[config.mk]
export PLATFORM = sky130hd
export DESIGN_NAME = dtt_ram
export DESIGN_NICKNAME = d
export VERILOG_FILES = /design/src/rtl/dtt_ram.sv
export SDC_FILE = /design/constraint.sdc
export NUM_CORES = 1
export LEC_CHECK = 0
export BUFFER_PORTS_ARGS = -buffer_cell sky130_fd_sc_hd__buf_2
export CAP_MARGIN = 20
export CORE_MARGIN = 4
export CORE_UTILIZATION = 64
export DETAILED_ROUTE_END_ITERATION = 10
export PLACE_DENSITY = 0.81
export SKIP_LAST_GASP = 1
export SLEW_MARGIN = 20
export SYNTH_ARGS = -nofsm -noshare
export SYNTH_HDL_FRONTEND = slang
export SYNTH_SLANG_ARGS = --single-unit
[constraint.sdc]
create_clock -name clk -period 6.9 [get_ports clk]
set_input_delay 1.725 -clock clk [delete_from_list [all_inputs] [get_ports clk]]
set_output_delay 1.725 -clock clk [all_outputs]
set_load 0.01 [all_outputs]
[src/rtl/dtt_ram.sv]
// Generic single-port-write, single-port-read RAM with registered read data.
`timescale 1ns / 1ps
module dtt_ram #(
  parameter int unsigned Width = 8,
  parameter int unsigned Depth = 64,
  localparam int unsigned AW = (Depth > 1) ? $clog2(Depth) : 1
) (
  input  logic             clk,
  input  logic             we,
  input  logic [AW-1:0]    waddr,
  input  logic [Width-1:0] wdata,
  input  logic [AW-1:0]    raddr,
  output logic [Width-1:0] rdata
);

  logic [Width-1:0] mem [Depth];

  always_ff @(posedge clk) begin
    if (we) begin
      mem[waddr] <= wdata;
    end
    rdata <= mem[raddr];
  end

endmodule

==> metrics.yaml <==
status: "finished, final reports clean"
period_needed_ns: 3.96
via_count: 9852
synth_ff_type: "edfxtp_1"
core_area_sq_um: 30800
syn-instance-count: 940
cts_resized: 0
holdBufCountCts: 0
max-cap-violations: 0
overflow: 0
async_flop_share_pct: 0
drt_iter0_markers: 1522
dpl.hpwl_mm: 25.4
ys_seq_elements: 520
post_cts_buffers: 0
vdd_drop_max_v: 0.000197
wl_per_cell_microns: 31.1
finalSetupTns_ns: 0
synth_edf_count: 512
synth-seq-area-share_pct: 77.0
syn_nets: 962
cts_made_buffers: 50
htree_levels: 2
grt_pass1_vias: 9978
p_per_area_nw_per_um2: 294
via_per_inst: 6.96
final-setup-viol-count: 0
grt_pass1_wl_mm: 65.7
slew_headroom_pct: 34.4
drv_slew: 0
io_pins: 30
ant_nets: 0
synth_area_sq_um: 20200
hold_path.class: "flop to flop"
period_share_pct: 57.4
cp-end-kind: "flop"
numClockSinks: 520
clk_pin_slew_ns: 0.06
required_ns: 7.32
worstSetupStartpointType: "input pin"
wl_mm: 44.1
area_growth_pct: 10.4
ys_types: 40
io_buffer_count: 29
die_h_microns: 186
start_util_pct: 65.4
fin_skew_ns: 0.0160
nNetsFinal: 1003
utilization_pct: 72.2
clockRootBuffer: "clkbuf_16"
clock_path_buffers: 3
die_w_microns: 186
yosysWarningCount: 0
worstMarginPinSlew_ns: 0.981
worstSetupPathType: "input pin to flop"
max_clock_freq_mhz: 252
power_leakage_nw: 6.93
hold_viol: 0
dieArea_sq_um: 34400
drive_gt1_share_pct: 24.6
gp_congestion: 0.851
clk_latency_ns: 0.56
grt_max_degree: 69
first_pass_iters: 5
core.rowCount: 64
rsz0062_at_grt: "no"
syn_area_per_cell_sq_um: 21.5
cts_tree: "yes"
crit_arrival_ns: 4.38
drcViolationCount: 0
gr-usage-all-layers_pct: 26.4
cp_max_fo: 68
antenna_found_initial: 1
==> synth_stat cells, types with 4 or more instances <==
cell type | n | area, sq um
a221oi_1 | 6 | 52.6
nand3_1 | 13 | 65.1
nand2b_1 | 7 | 43.8
clkbuf_1 | 17 | 63.8
buf_1 | 4 | 15.0
dfxtp_1 | 8 | 160
buf_4 | 13 | 97.6
mux2i_1 | 23 | 230
a211oi_1 | 4 | 30.0
buf_2 | 11 | 55.1
nand2_1 | 19 | 71.3
nor2b_1 | 14 | 87.6
o22ai_1 | 8 | 50.1
mux4_2 | 126 | 2840
nor2_1 | 83 | 312
mux2_2 | 13 | 146
o221ai_1 | 8 | 70.1
buf_6 | 4 | 45.0
edfxtp_1 | 512 | 15400
nor3_1 | 7 | 35.0
==> state kept, by name (all words and copies together) (netlist names) <==
| name | cells |
|---|---|
| mem | 512 |
| rdata | 8 |
==> area by class of cell <==
class,instances,area [sq um]
diodes,1,2.50
clock buffers,56,1290
clock inverters,34,345
fillers,1666,8570
multi-input cells,369,4320
flip-flops and latches,520,15500
well taps,396,495
repair buffers,40,274
==> cells by family (layout without fill, tap and decap cells) <==
| group | after synthesis | count (layout) | share of synthesized area, % |
|---|---|---|---|
| buffers and inverters | 51 | 130 | 1.57 |
| flip-flops | 520 | 520 | 77.0 |
| multiplexers | 162 | 162 | 15.9 |
| AO/OA/AOI/OAI | 54 | 54 | 2.07 |
| other | 0 | 1 | 0 |
| AND/OR/NAND/NOR | 153 | 153 | 3.39 |
==> final timing paths <==
path / startpoint / end / slack (ns) / cells past startpoint
worst max-delay path: raddr[0] / rdata[4] / 2.94 / 6
worst min-delay path: mem[26][4] / rdata[4] / 0.86 / 3
worst max register to register: mem[29][4] / rdata[4] / 4.51 / 5
worst min register to register: mem[26][4] / rdata[4] / 0.86 / 3
==> layout by cell type, fill, tap and decap left out, drive strengths merged, types with 4 or more instances in the layout <==
cell | synthesis | layout
edfxtp | 512 | 512
mux4 | 126 | 126
nor2 | 83 | 83
clkbuf | 17 | 57
buf | 34 | 39
mux2i | 23 | 23
clkinv | 0 | 23
nand2 | 19 | 19
nor2b | 14 | 14
mux2 | 13 | 13
nand3 | 13 | 13
o221ai | 8 | 8
o22ai | 8 | 8
dfxtp | 8 | 8
nand2b | 7 | 7
nor3 | 7 | 7
bufinv | 0 | 7
a221oi | 6 | 6
a211oi | 4 | 4
o21ai | 4 | 4
==> report_power, final <==
group | internal, mW | switching [mW] | total [mW]
Clock | 1.61 | 1.12 | 2.72
Sequential | 3.50 | 0.0119 | 3.51
Combinational | 0.116 | 0.200 | 0.317
==> worst max-delay path: stages <==
cell and delay, ns:
clkbuf_8 0.63, mux4_2 0.60, mux2_2 0.29, o221a_2 0.30, nor3_1 0.62, o32ai_1 0.18
==> per-stage QoR <==
stage | setup WS (ns) | power [mW] | instance area, sq um | instances | hold slack (ns)
floorplan | 3.51 | 3.76 | 20200 | 940 | 0.718
global placement | 2.49 | 3.88 | 20600 | 1325 | 0.822
detailed placement | 2.48 | 3.89 | 20600 | 1325 | 0.827
CTS | 3.05 | 6.56 | 22200 | 1415 | 0.866
global route | 2.74 | 6.73 | 22300 | 1416 | 0.917
finish | 2.94 | 6.55 | 22300 | 1416 | 0.864
==> metal layers <==
metal  track usage (%)  share of wire (%)  wire (microns)
met5                 0                  0               0
met4              7.49                3.0            1310
met3              6.37                 11            4750
met2              41.0                 48           21300
met1              39.0                 38           16700
No activity file was read; power rests on OpenSTA's default activity.
